`src/rtl/fdr_pkg.sv`:
```
// Shared widths, per-channel state record and reset constants of the fader.
package fdr_pkg;

	localparam int unsigned LEVEL_W  = 14;
	localparam int unsigned RISE_W   = 16;
	localparam int unsigned PERIOD_W = 32;
	localparam int unsigned MAG_W    = 8;
	localparam int unsigned CHANNELS = 3;
	localparam int unsigned CH_W     = 2;

	typedef logic [LEVEL_W-1:0]  level_t;
	typedef logic [RISE_W-1:0]   rise_t;
	typedef logic [PERIOD_W-1:0] period_t;
	typedef logic [MAG_W-1:0]    mag_t;

	localparam level_t LEVEL_AT_RESET = LEVEL_W'(10);
	localparam rise_t  RISE_AT_RESET  = RISE_W'(1);
	localparam mag_t   STEP_LIMIT     = MAG_W'(255);

	// One channel's ramp state; mag of zero means the channel is idle
	typedef struct packed {
		level_t  level;
		level_t  goal;
		period_t period;
		logic    neg;
		mag_t    mag;
		period_t countdown;
	} fdr_entry_t;

	localparam fdr_entry_t ENTRY_RESET = '{
		level:     LEVEL_AT_RESET,
		goal:      LEVEL_AT_RESET,
		period:    '0,
		neg:       1'b0,
		mag:       '0,
		countdown: '0
	};

endpackage

```
`src/rtl/fdr_item_if.sv`:
```
// Input item channel: action and the three new targets.
interface fdr_item_if import fdr_pkg::*; ();
	logic   valid;
	logic   ready;
	logic   action;
	level_t red_target;
	level_t green_target;
	level_t blue_target;

	modport source (output valid, action, red_target, green_target, blue_target, input ready);
	modport sink   (input valid, action, red_target, green_target, blue_target, output ready);
endinterface

```
`src/rtl/fdr_result_if.sv`:
```
// Result channel: the three current levels and the ramp activity mask.
interface fdr_result_if import fdr_pkg::*; ();
	logic                valid;
	logic                ready;
	level_t              red_level;
	level_t              green_level;
	level_t              blue_level;
	logic [CHANNELS-1:0] ramping_mask;

	modport source (output valid, red_level, green_level, blue_level, ramping_mask, input ready);
	modport sink   (input valid, red_level, green_level, blue_level, ramping_mask, output ready);
endinterface

```
`src/rtl/fdr_cfg_if.sv`:
```
// Configuration write channel carrying the rise time register.
interface fdr_cfg_if import fdr_pkg::*; ();
	logic  valid;
	logic  ready;
	rise_t rise_seconds;

	modport source (output valid, rise_seconds, input ready);
	modport sink   (input valid, rise_seconds, output ready);
endinterface

```
`src/rtl/fdr_ram.sv`:
```
// Generic single-write, single-read RAM with registered read data.
module fdr_ram #(
	parameter int unsigned WIDTH = 8,
	parameter int unsigned DEPTH = 4
) (
	input  logic                                       clk,
	input  logic                                       we,
	input  logic [((DEPTH > 1) ? $clog2(DEPTH) : 1)-1:0] waddr,
	input  logic [WIDTH-1:0]                           wdata,
	input  logic                                       re,
	input  logic [((DEPTH > 1) ? $clog2(DEPTH) : 1)-1:0] raddr,
	output logic [WIDTH-1:0]                           rdata
);

	logic [WIDTH-1:0] mem_q [DEPTH];
	logic [WIDTH-1:0] rdata_q;

	always_ff @(posedge clk) begin
		if (we) begin
			mem_q[waddr] <= wdata;
		end
		if (re) begin
			rdata_q <= mem_q[raddr];
		end
	end

	assign rdata = rdata_q;

endmodule

```
`src/rtl/fdr_div.sv`:
```
// Restoring divider, one quotient bit per cycle.
module fdr_div #(
	parameter int unsigned NUM_W = 30,
	parameter int unsigned DEN_W = 14
) (
	input  logic             clk,
	input  logic             arst_n,
	input  logic             start,
	input  logic [NUM_W-1:0] num,
	input  logic [DEN_W-1:0] den,
	output logic             done,
	output logic [NUM_W-1:0] quo
);

	localparam int unsigned CNT_W = $clog2(NUM_W + 1);

	logic             busy_q;
	logic             done_q;
	logic [CNT_W-1:0] cnt_q;
	logic [DEN_W-1:0] rem_q;
	logic [DEN_W-1:0] den_q;
	logic [NUM_W-1:0] quo_q;

	logic [DEN_W:0] trial;
	logic [DEN_W:0] diff;
	logic           ge;

	assign trial = {rem_q, quo_q[NUM_W-1]};
	assign ge    = trial >= {1'b0, den_q};
	assign diff  = trial - {1'b0, den_q};

	always_ff @(posedge clk or negedge arst_n) begin
		if (!arst_n) begin
			busy_q <= 1'b0;
			done_q <= 1'b0;
			cnt_q  <= '0;
		end else begin
			done_q <= busy_q && (cnt_q == CNT_W'(1)) && !start;
			if (start) begin
				busy_q <= 1'b1;
				cnt_q  <= CNT_W'(NUM_W);
			end else if (busy_q) begin
				cnt_q <= cnt_q - CNT_W'(1);
				if (cnt_q == CNT_W'(1)) begin
					busy_q <= 1'b0;
				end
			end
		end
	end

	always_ff @(posedge clk) begin
		if (start) begin
			quo_q <= num;
			rem_q <= '0;
			den_q <= den;
		end else if (busy_q) begin
			rem_q <= ge ? diff[DEN_W-1:0] : trial[DEN_W-1:0];
			quo_q <= {quo_q[NUM_W-2:0], ge};
		end
	end

	assign done = done_q;
	assign quo  = quo_q;

endmodule

```
`src/rtl/three_channel_linear_fader.sv`:
```
// Three-channel linear brightness fader: sequencer, state RAM and shared divider.
// Tick transaction: per channel a RAM read, then update and write back; the result is
//   registered once the output register is free, and only then is the next item taken.
// Load transaction: per channel the shared bit-serial divider computes the base and, when
//   the base is at most ticks per ms, the step; a target equal to the current level skips it.
// Reset: rise time 1 s, every channel at level 10 and idle. The state RAM is not cleared;
//   a valid bit per channel makes an unwritten entry read as its reset value.
module three_channel_linear_fader import fdr_pkg::*; #(
	parameter int unsigned TICKS_PER_SEC = 10000,
	parameter int unsigned TICKS_PER_MS  = 10
) (
	input  logic         clk,
	input  logic         arst_n,
	fdr_cfg_if.sink      cfg,
	fdr_item_if.sink     item,
	fdr_result_if.source result
);

	// Width of the numerator of the first division: tick rate times rise seconds
	localparam int unsigned PROD_W  = $clog2(TICKS_PER_SEC) + RISE_W;
	localparam int unsigned QEXT_W  = (PROD_W > PERIOD_W) ? PROD_W : PERIOD_W + 1;
	localparam int unsigned ENTRY_W = $bits(fdr_entry_t);
	localparam int unsigned MULT_W  = PERIOD_W + MAG_W;

	localparam logic [PROD_W-1:0] TPS_P   = PROD_W'(TICKS_PER_SEC);
	localparam logic [PROD_W-1:0] TPM_P   = PROD_W'(TICKS_PER_MS);
	localparam period_t           TPM_B   = PERIOD_W'(TICKS_PER_MS);
	localparam logic [CH_W-1:0]   LAST_CH = CH_W'(CHANNELS - 1);

	// Sequencer states
	localparam logic [2:0] ST_IDLE = 3'd0;
	localparam logic [2:0] ST_RD   = 3'd1;  // RAM read issued
	localparam logic [2:0] ST_EVAL = 3'd2;  // entry back: tick update or load set-up
	localparam logic [2:0] ST_DIV1 = 3'd3;  // base = scaled rise / distance
	localparam logic [2:0] ST_DIV2 = 3'd4;  // step = ticks per ms / base, plus one, capped at 255
	localparam logic [2:0] ST_FIN  = 3'd5;  // period = base * step, write back
	localparam logic [2:0] ST_DONE = 3'd6;  // hand result to output register

	logic [2:0]          state_q;
	logic [CH_W-1:0]     ch_q;
	logic                action_q;
	level_t              tgt_q [CHANNELS];
	rise_t               rise_q;
	logic [CHANNELS-1:0] valid_q;
	fdr_entry_t          ent_q;
	logic                up_q;
	period_t             base_q;
	mag_t                step_q;
	level_t              res_lev_q [CHANNELS];
	logic [CHANNELS-1:0] res_act_q;
	logic                out_valid_q;
	level_t              out_lev_q [CHANNELS];
	logic [CHANNELS-1:0] out_mask_q;

	logic [ENTRY_W-1:0] ram_rdata;
	logic               ram_re;
	logic               wr_en;
	fdr_entry_t         wr_entry;
	fdr_entry_t         rd_entry;

	logic              div_start;
	logic [PROD_W-1:0] div_num;
	logic [LEVEL_W-1:0] div_den;
	logic              div_done;
	logic [PROD_W-1:0] div_quo;

	level_t            tgt_cur;
	logic              up;
	logic              same;
	level_t            distance;
	logic [PROD_W-1:0] scaled;
	logic [QEXT_W-1:0] quo_ext;
	period_t           base_new;
	logic [MULT_W-1:0] prod;
	period_t           period;
	logic              item_acc;
	logic              out_load;

	// One tick on a channel, then the clamp at the goal
	function automatic fdr_entry_t tick_entry(fdr_entry_t e);
		fdr_entry_t              r;
		logic signed [LEVEL_W+1:0] lv;
		logic signed [LEVEL_W+1:0] gl;
		logic signed [LEVEL_W+1:0] st;
		logic                    reached;
		r  = e;
		lv = signed'((LEVEL_W+2)'(e.level));
		gl = signed'((LEVEL_W+2)'(e.goal));
		st = signed'((LEVEL_W+2)'(e.mag));
		if (e.mag != '0) begin
			if (e.countdown > PERIOD_W'(1)) begin
				r.countdown = e.countdown - PERIOD_W'(1);
			end else begin
				lv          = e.neg ? (lv - st) : (lv + st);
				r.countdown = e.period;
			end
			reached = e.neg ? (lv <= gl) : (lv >= gl);
			if (reached) begin
				r.mag       = '0;
				r.neg       = 1'b0;
				r.level     = e.goal;
				r.countdown = '0;
			end else begin
				r.level = lv[LEVEL_W-1:0];
			end
		end
		return r;
	endfunction

	assign item_acc  = item.valid && item.ready;
	assign item.ready = (state_q == ST_IDLE);
	assign cfg.ready  = 1'b1;

	// Unwritten entries read as reset state
	assign rd_entry = valid_q[ch_q] ? fdr_entry_t'(ram_rdata) : ENTRY_RESET;

	assign tgt_cur  = tgt_q[ch_q];
	assign up       = tgt_cur > rd_entry.level;
	assign same     = tgt_cur == rd_entry.level;
	assign distance = up ? (tgt_cur - rd_entry.level) : (rd_entry.level - tgt_cur);
	assign scaled   = TPS_P * PROD_W'(rise_q);

	// Base saturates at 32 bits; zero is raised to one
	assign quo_ext = QEXT_W'(div_quo);
	always_comb begin
		base_new = (|quo_ext[QEXT_W-1:PERIOD_W]) ? '1 : quo_ext[PERIOD_W-1:0];
		if (base_new == '0) begin
			base_new = PERIOD_W'(1);
		end
	end

	// Step above one only with base at most ticks per ms, so no overflow here
	assign prod   = MULT_W'(base_q) * MULT_W'(step_q);
	assign period = prod[PERIOD_W-1:0];

	assign ram_re = (state_q == ST_RD);

	always_comb begin
		wr_en     = 1'b0;
		wr_entry  = rd_entry;
		div_start = 1'b0;
		div_num   = scaled;
		div_den   = distance;
		case (state_q)
			ST_EVAL: begin
				if (!action_q) begin
					wr_en    = 1'b1;
					wr_entry = tick_entry(rd_entry);
				end else if (same) begin
					// target already met: stop the ramp, goal left as it was
					wr_en              = 1'b1;
					wr_entry.period    = '0;
					wr_entry.mag       = '0;
					wr_entry.neg       = 1'b0;
					wr_entry.countdown = '0;
				end else begin
					div_start = 1'b1;
				end
			end
			ST_DIV1: begin
				if (div_done && (base_new <= TPM_B)) begin
					div_start = 1'b1;
					div_num   = TPM_P;
					div_den   = base_new[LEVEL_W-1:0];
				end
			end
			ST_FIN: begin
				wr_en              = 1'b1;
				wr_entry           = ent_q;
				wr_entry.goal      = tgt_cur;
				wr_entry.period    = period;
				wr_entry.mag       = step_q;
				wr_entry.neg       = !up_q;
				wr_entry.countdown = period;
			end
			default: begin
				wr_en = 1'b0;
			end
		endcase
	end

	assign out_load = (state_q == ST_DONE) && (!out_valid_q || result.ready);

	always_ff @(posedge clk or negedge arst_n) begin
		if (!arst_n) begin
			state_q     <= ST_IDLE;
			ch_q        <= '0;
			action_q    <= 1'b0;
			rise_q      <= RISE_AT_RESET;
			valid_q     <= '0;
			out_valid_q <= 1'b0;
		end else begin
			if (cfg.valid && cfg.ready) begin
				rise_q <= cfg.rise_seconds;
			end
			if (wr_en) begin
				valid_q[ch_q] <= 1'b1;
			end
			if (out_load) begin
				out_valid_q <= 1'b1;
			end else if (result.ready) begin
				out_valid_q <= 1'b0;
			end
			case (state_q)
				ST_IDLE: begin
					if (item_acc) begin
						action_q <= item.action;
						ch_q     <= '0;
						state_q  <= ST_RD;
					end
				end
				ST_RD: begin
					state_q <= ST_EVAL;
				end
				ST_EVAL: begin
					if (action_q && !same) begin
						state_q <= ST_DIV1;
					end
				end
				ST_DIV1: begin
					if (div_done) begin
						state_q <= (base_new <= TPM_B) ? ST_DIV2 : ST_FIN;
					end
				end
				ST_DIV2: begin
					if (div_done) begin
						state_q <= ST_FIN;
					end
				end
				ST_FIN: begin
					// always writes back; next state set below
				end
				ST_DONE: begin
					if (out_load) begin
						state_q <= ST_IDLE;
					end
				end
				default: begin
					state_q <= ST_IDLE;
				end
			endcase
			// channel written back: move on or finish
			if (wr_en) begin
				if (ch_q == LAST_CH) begin
					state_q <= ST_DONE;
				end else begin
					ch_q    <= ch_q + CH_W'(1);
					state_q <= ST_RD;
				end
			end
		end
	end

	// Datapath registers
	always_ff @(posedge clk) begin
		if (item_acc) begin
			tgt_q[0] <= item.red_target;
			tgt_q[1] <= item.green_target;
			tgt_q[2] <= item.blue_target;
		end
		if (state_q == ST_EVAL) begin
			ent_q <= rd_entry;
			up_q  <= up;
		end
		if (state_q == ST_DIV1 && div_done) begin
			base_q <= base_new;
			step_q <= MAG_W'(1);
		end
		if (state_q == ST_DIV2 && div_done) begin
			if (div_quo >= PROD_W'(STEP_LIMIT)) begin
				step_q <= STEP_LIMIT;
			end else begin
				step_q <= div_quo[MAG_W-1:0] + MAG_W'(1);
			end
		end
		if (wr_en) begin
			res_lev_q[ch_q] <= wr_entry.level;
			res_act_q[ch_q] <= (wr_entry.mag != '0);
		end
		if (out_load) begin
			out_lev_q  <= res_lev_q;
			out_mask_q <= res_act_q;
		end
	end

	fdr_ram #(
		.WIDTH (ENTRY_W),
		.DEPTH (CHANNELS)
	) u_state_ram (
		.clk   (clk),
		.we    (wr_en),
		.waddr (ch_q),
		.wdata (wr_entry),
		.re    (ram_re),
		.raddr (ch_q),
		.rdata (ram_rdata)
	);

	fdr_div #(
		.NUM_W (PROD_W),
		.DEN_W (LEVEL_W)
	) u_div (
		.clk    (clk),
		.arst_n (arst_n),
		.start  (div_start),
		.num    (div_num),
		.den    (div_den),
		.done   (div_done),
		.quo    (div_quo)
	);

	assign result.valid        = out_valid_q;
	assign result.red_level    = out_lev_q[0];
	assign result.green_level  = out_lev_q[1];
	assign result.blue_level   = out_lev_q[2];
	assign result.ramping_mask = out_mask_q;

	// Divider completions only arrive while the sequencer waits for them
	a_div_done_in_div: assert property (@(posedge clk) disable iff (!arst_n)
		div_done |-> (state_q == ST_DIV1 || state_q == ST_DIV2))
		else $error("divider completion outside a divide state");

	// A taken transaction starts with the first channel's RAM read
	a_accept_starts_read: assert property (@(posedge clk) disable iff (!arst_n)
		item_acc |=> (state_q == ST_RD && ch_q == '0))
		else $error("accepted transaction did not start at the first channel");

	// Handing over the result always leaves a valid output register
	a_done_gives_result: assert property (@(posedge clk) disable iff (!arst_n)
		out_load |=> (result.valid && state_q == ST_IDLE))
		else $error("result not presented after completion");

endmodule
```
`src/flat_wrapper.sv`:
```
// flat-port wrapper written by rule: the top's interface ports become plain ports
module three_channel_linear_fader_flat import fdr_pkg::*;
#(
	parameter int unsigned TICKS_PER_SEC = 10000,
	parameter int unsigned TICKS_PER_MS  = 10
)
  (clk, arst_n, cfg_valid, cfg_rise_seconds, cfg_ready, item_valid, item_action, item_red_target, item_green_target, item_blue_target, item_ready, result_valid, result_red_level, result_green_level, result_blue_level, result_ramping_mask, result_ready);
  fdr_cfg_if cfg_i ();
  fdr_item_if item_i ();
  fdr_result_if result_i ();
  input  logic clk;
  input  logic arst_n;
  input wire logic [$bits(cfg_i.valid)-1:0] cfg_valid;
  input wire logic [$bits(cfg_i.rise_seconds)-1:0] cfg_rise_seconds;
  output wire logic [$bits(cfg_i.ready)-1:0] cfg_ready;
  input wire logic [$bits(item_i.valid)-1:0] item_valid;
  input wire logic [$bits(item_i.action)-1:0] item_action;
  input wire logic [$bits(item_i.red_target)-1:0] item_red_target;
  input wire logic [$bits(item_i.green_target)-1:0] item_green_target;
  input wire logic [$bits(item_i.blue_target)-1:0] item_blue_target;
  output wire logic [$bits(item_i.ready)-1:0] item_ready;
  output wire logic [$bits(result_i.valid)-1:0] result_valid;
  output wire logic [$bits(result_i.red_level)-1:0] result_red_level;
  output wire logic [$bits(result_i.green_level)-1:0] result_green_level;
  output wire logic [$bits(result_i.blue_level)-1:0] result_blue_level;
  output wire logic [$bits(result_i.ramping_mask)-1:0] result_ramping_mask;
  input wire logic [$bits(result_i.ready)-1:0] result_ready;
  assign cfg_i.valid = cfg_valid;
  assign cfg_i.rise_seconds = cfg_rise_seconds;
  assign cfg_ready = cfg_i.ready;
  assign item_i.valid = item_valid;
  assign item_i.action = item_action;
  assign item_i.red_target = item_red_target;
  assign item_i.green_target = item_green_target;
  assign item_i.blue_target = item_blue_target;
  assign item_ready = item_i.ready;
  assign result_valid = result_i.valid;
  assign result_red_level = result_i.red_level;
  assign result_green_level = result_i.green_level;
  assign result_blue_level = result_i.blue_level;
  assign result_ramping_mask = result_i.ramping_mask;
  assign result_i.ready = result_ready;
  three_channel_linear_fader #(.TICKS_PER_SEC(TICKS_PER_SEC), .TICKS_PER_MS(TICKS_PER_MS)) u_core (.clk(clk), .arst_n(arst_n), .cfg(cfg_i), .item(item_i), .result(result_i));
endmodule
```
`config.mk`:
```
export PLATFORM = sky130hd
export DESIGN_NAME = three_channel_linear_fader_flat
export DESIGN_NICKNAME = d
export VERILOG_FILES = /design/src/rtl/fdr_pkg.sv /design/src/rtl/fdr_item_if.sv /design/src/rtl/fdr_result_if.sv /design/src/rtl/fdr_cfg_if.sv /design/src/rtl/fdr_ram.sv /design/src/rtl/fdr_div.sv /design/src/rtl/three_channel_linear_fader.sv /design/src/flat_wrapper.sv
export SDC_FILE = /design/constraint.sdc
export NUM_CORES = 2
export LEC_CHECK = 0
export BUFFER_PORTS_ARGS = -buffer_cell sky130_fd_sc_hd__buf_2
export CAP_MARGIN = 30
export CORE_MARGIN = 5
export CORE_UTILIZATION = 65
export CTS_CLUSTER_DIAMETER = 120
export DETAILED_ROUTE_END_ITERATION = 8
export PLACE_DENSITY = 0.82
export SLEW_MARGIN = 20
export SYNTH_ARGS = -nofsm -noshare
export SYNTH_HDL_FRONTEND = slang
export SYNTH_HIERARCHICAL = 1
export SYNTH_SLANG_ARGS = --single-unit
```
`constraint.sdc`:
```
create_clock -name clk -period 36.8 [get_ports clk]
set_clock_uncertainty 0.2 [all_clocks]
set_input_delay 9.2 -clock clk [delete_from_list [all_inputs] [get_ports clk]]
set_output_delay 9.2 -clock clk [all_outputs]
set_load 0.005 [all_outputs]
```
# ---- After elaboration in Yosys (flattened, before gate mapping)
# Memories as Yosys holds them, arrays and structs flattened. A register that Yosys moved wholly into a read port is not among the register bits.
# Cells that the tools add are included.
dict set report op_classes {
  n_addsub 9
  n_lt_le_gt_ge 11
  n_eq_ne 15
  n_bitwise 2
  n_reduce_logical 24
  n_mul 2
  muxes 67
}
# cell count
set op_table {}
lappend op_table {{$pmux 101 s2} 1}
lappend op_table {{$mux 30} 5}
lappend op_table {{$mux 73} 2}
lappend op_table {{$mux 101} 1}
lappend op_table {{$mux 14} 7}
lappend op_table {{$mux 41} 2}
lappend op_table {{$mux 16} 5}
lappend op_table {{$bwmux 42} 1}
lappend op_table {{$sub 14x14->14} 3}
lappend op_table {{$gt 32x1->1 const B} 1}
lappend op_table {{$le 32x4->1 const B} 1}
lappend op_table {{$logic_not 32->1} 1}
lappend op_table {{$mul 32x8->32} 1}
lappend op_table {{$mux 32} 1}
lappend op_table {{$sub 32x1->32 const B} 1}
lappend op_table {{$ge 30x8->1 const B} 1}
lappend op_table {{$demux 14 s2} 1}
lappend op_table {{$mux 28} 1}
lappend op_table {{$mul 10x16->26 const A} 1}
lappend op_table {{$mux 8} 3}
lappend op_table {{$mux 3} 7}
lappend op_table {{$pmux 3 s7} 1}
lappend op_table {{$mux 1} 18}
lappend op_table {{$ge 16x15->1} 1}
lappend op_table {{37 further kinds} 63}
dict set report totals {
  mem_bits_rw 345
  out_inout_bits 48
  memories 2
  register_bits 236
  inputBits 64
  elab_cells 156
}
# name words width rd rd_clocked_by_memory_dff wr line
set mem_list {}
lappend mem_list {u_core.u_state_ram.mem_q 3 101 1 1 1 fdr_ram.sv:15} ;# logic [WIDTH-1:0] mem_q [DEPTH];
lappend mem_list {u_core.tgt_q 3 14 1 0 3 three_channel_linear_fader.sv:42} ;# level_t tgt_q [CHANNELS];

# ---- Longest topological paths before layout
dict set report depth {
  word_depth 17
  ltp_mapped 33
  depth_no_buf 25
}

# ---- Cells and area by module
# The synthesis kept the hierarchy.
# module n_inst seq_area_each_um2 cells_each area_each_um2
set modules_own_cells {}
lappend modules_own_cells {three_channel_linear_fader 1 6207.2 2466 22183.8}
lappend modules_own_cells {fdr_ram 1 12131.6 743 14343.8}
lappend modules_own_cells {fdr_div 1 1776.7 293 3497.1}

# ---- Worst setup path after synthesis
# Ideal clock, no wire load.
dict set report synth_timing {
  kind {input to register}
  from {in result_ready}
  to {reg u_core.out_lev_q (netlist bit u_core/result.blue_level[0]), enable pin}
  stages 2
  arrival_time_ns 12.359
  required_ns 36.097
  slack_ns 23.738
  n_path_buf 0
  setup_time_ns 0.503
  path_cell_list {nor2b_1 > nor3_1}
}
dict set report synth_between {
  elab_chain_cells 2
}
# item line
set synth_lines {}
lappend synth_lines {{start: declaration} flat_wrapper.sv:27} ;# input wire logic [$bits(result_i.ready)-1:0] result_ready;
lappend synth_lines {{$logic_or 1x1->1} three_channel_linear_fader.sv:182} ;# assign out_load = (state_q == ST_DONE) && (!out_valid_q || result.ready);
lappend synth_lines {{$logic_and 1x1->1} three_channel_linear_fader.sv:182}
lappend synth_lines {{via u_core.out_load} three_channel_linear_fader.sv:77} ;# logic out_load;
lappend synth_lines {{end signal: assignment} three_channel_linear_fader.sv:281} ;# out_lev_q <= res_lev_q;
lappend synth_lines {{end: declaration} three_channel_linear_fader.sv:52} ;# level_t out_lev_q [CHANNELS];
# The timed path passes the listed nets, and every way through them passes these cells.
# A chain may end at the register's enable or synchronous reset.

# ---- Final worst setup path
dict set report layout_timing {
  from {reg u_core.state_q[2]}
  to {out item_ready}
}
dict set report layout_between {
  elab_chain_cells 1
}
# item line
set layout_lines {}
lappend layout_lines {{start: declaration} three_channel_linear_fader.sv:39} ;# logic [2:0] state_q;
lappend layout_lines {{start signal: assignment} three_channel_linear_fader.sv:222} ;# state_q <= (base_new <= TPM_B) ? ST_DIV2 : ST_FIN;
lappend layout_lines {{$logic_not 3->1} three_channel_linear_fader.sv:111} ;# assign item.ready = (state_q == ST_IDLE);
lappend layout_lines {{end: declaration} flat_wrapper.sv:21} ;# output wire logic [$bits(item_i.ready)-1:0] item_ready;
# Every way passes these cells.

==> reports/metrics.yaml <==
hp-class: "reg2reg"
drc_errors: 0
yosys.area.top_type_share_pct: 47.49
hold_buffers: 0
ctsHtreeMaxLevel: 3
clkTransAtPathRegs_ns: 0.06
synthArstFlopShare_pct: 4.853
stdcell_area_sq_um: 43570
drt_wl_total_microns: 91980
dp_hpwl_microns: 62910
avgSynthCellArea_sq_um: 11.43
drt_first_pass_iters: 6
fmax_ghz: 0.09087
criticalPathCategory: "reg2out"
ys_types: 94
whs_ns: 0.2175
grt_use_total_pct: 27.36
grt_max_degree: 186
vdd_ir_drop_max_uv: 89.48
grt_setup_unrepaired: "false"
setup_violations: 0
die-area_sq_um: 66640
status: "completed"
ys_ff_latch: 680
cts_setup_buffers: 0
grt_pass1_vias: 26680
drive_gt1_share_pct: 9.615
cts-root-buf: "clkbuf_16"
required_ns: 27.40
final_core_util_pct: 70.99
worstMarginPinSlew_ns: 1.033
synth_cells: 3502
tns_ns: 0
relSlewSlack_pct: 31.16
die_w_microns: 258.1
cts_tree: "yes"
hold_viol_final: 0
synth_warnings: 6
synth_common_cells: "633 x edfxtp_1, 442 x nand2_1, 333 x inv_1"
routed_via_density: 6.228
initial_utilization_pct: 65.22
synth_edf_count: 633
nets: 4001
portBuffers: 110
post_cts.resized_instances: 0
vias: 27400
antenna_found_initial: 1
ios: 112
yosysSeqAreaShare_pct: 50.26
leakage_nw: 17.54
clk_path_buf_depth: 3
routedWlPerCell_microns: 20.91
grt_pass1_wl_microns: 145700
yosys.area.top_type: "edfxtp_1"
numCtsBuffers: 71
clkSinkCount: 680
area_growth_pct: 8.850
period_needed_ns: 11.00
synth_most_common_cell: "edfxtp_1"
final_min_period_over_clock_period_pct: 29.90
die_h_microns: 258.1
critPathLaunchType: "flip-flop"
critical_path_arrival_ns: 1.60
finalPower_mw: 3.954
critPathMaxFanout: 16
end_kind: "output pin"
clk_latency_ns: 0.63
antenna_left: 0
overflow: 0
antenna_cells: 0
dr.first_iter.drc_count: 2953
core_area_sq_um: 61370
ys_top_cells_by_area: "edfxtp_1 47%, fa_1 9.6%, ha_1 5.9%"
final_max_slew_viol_count: 0
synthFlopType: "edfxtp_1"
rows: 91
dpl_cell_area_sq_um: 41190
cap_violations: 0
power_density_nw_per_um2: 90.75
syn_area_sq_um: 40020
place_congestion: 0.9506
## layout make-up
| cell class | instances | area (sq um) |
|---|---|---|
| clock inverter | 37 | 464.2 |
| multi-input combinational | 2308 | 17800 |
| tap | 790 | 988.4 |
| clock buffer | 90 | 1869 |
| fill | 4102 | 17800 |
| timing repair buffer | 160 | 1072 |
| inverter | 334 | 1254 |
| sequential | 680 | 20120 |
## per-stage QoR
step                      setup WS [ns]  instances
after CTS                         25.76       4397
final                             25.80       4399
after floorplan                   23.74       3503
after global routing              25.70       4399
after detailed placement          25.93       4270
after global placement            26.02       4261
## cells in the final DEF (no fill, tap or decap), types with 120 or more instances in the layout
master | Yosys | routed
nor2_1 | 175 | 174
nand2_1 | 442 | 442
a21oi_1 | 130 | 130
mux2i_1 | 133 | 132
fa_1 | 192 | 192
o21ai_1 | 120 | 120
ha_1 | 190 | 190
edfxtp_1 | 633 | 633
inv_1 | 333 | 333
and2_1 | 121 | 121
## path summary, 6_finish.rpt
path / from / end / slack, ns / cells past startpoint
min in group asynchronous: arst_n / u_core/state_q[2]$_DFFE_PN0P_ / 8.44 / 1
worst max-delay path: u_core/state_q[2]$_DFFE_PN0P_ / item_ready / 25.80 / 2
worst min-delay path: u_core/res_lev_q[24]$_DFFE_PP_ / u_core/result.green_level[10]$_DFFE_PP_ / 0.22 / 0
max in group asynchronous: arst_n / u_core/ch_q[1]$_DFF_PN0_ / 27.43 / 1
worst min register to register: u_core/res_lev_q[24]$_DFFE_PP_ / u_core/result.green_level[10]$_DFFE_PP_ / 0.22 / 0
worst max register to register: u_core/ch_q[1]$_DFF_PN0_ / u_core/res_lev_q[19]$_DFFE_PP_ / 27.57 / 25
## sequential cells by signal, indices dropped and copies added (netlist names), 3 cells and up, named ones only
| name | count |
|---|---|
| u_core/tgt_q | 42 |
| u_core/step_q | 8 |
| u_core/base_q | 30 |
| u_core/u_div/den_q | 14 |
| u_core/u_div/rem_q | 14 |
| u_core/rise_q | 16 |
| u_core/ent_q | 14 |
| u_core/valid_q | 3 |
| u_core/result.ramping_mask | 3 |
| u_core/u_state_ram/mem_q | 303 |
| u_core/res_act_q | 3 |
| u_core/u_div/quo | 30 |
| u_core/result.red_level | 14 |
| u_core/result.green_level | 14 |
| u_core/res_lev_q | 42 |
| u_core/u_state_ram/rdata | 101 |
| u_core/state_q | 3 |
| u_core/result.blue_level | 14 |
| u_core/u_div/cnt_q | 5 |
## critical path, stage by stage, from the launching register on
cell and delay (ns):
dfrtp_1 0.54, nor3_1 0.29, buf_2 0.16
## cell families after synthesis
logic type,share of synthesized area [%]
AOI/OAI and AO/OA,10.56
and+or+nand+nor,11.45
other,0.01876
buffers and inverters,5.477
xor gates and xnor gates,2.188
muxes,4.508
DFF,50.26
adders and majority gates,15.54
## power breakdown
part	total (mW)	switching, mW	internal (mW)	leakage (nW)
combinational	1.86	1.19	0.668	10.1
sequential	1.37	0.140	1.23	6.35
clock	0.722	0.302	0.421	1.12
## per-layer routing
| layer | global-route usage [%] | vias up | wire length [microns] |
|---|---|---|---|
| met1 | 39.62 | 13310 | 37320 |
| met4 | 6.956 | 0 | 2127 |
| met2 | 43.85 | 1480 | 43140 |
| met3 | 4.801 | 179 | 9394 |
| li1 | - | 12430 | - |
| met5 | 0 | - | 0 |
No activity file was read; power rests on OpenSTA's default activity.
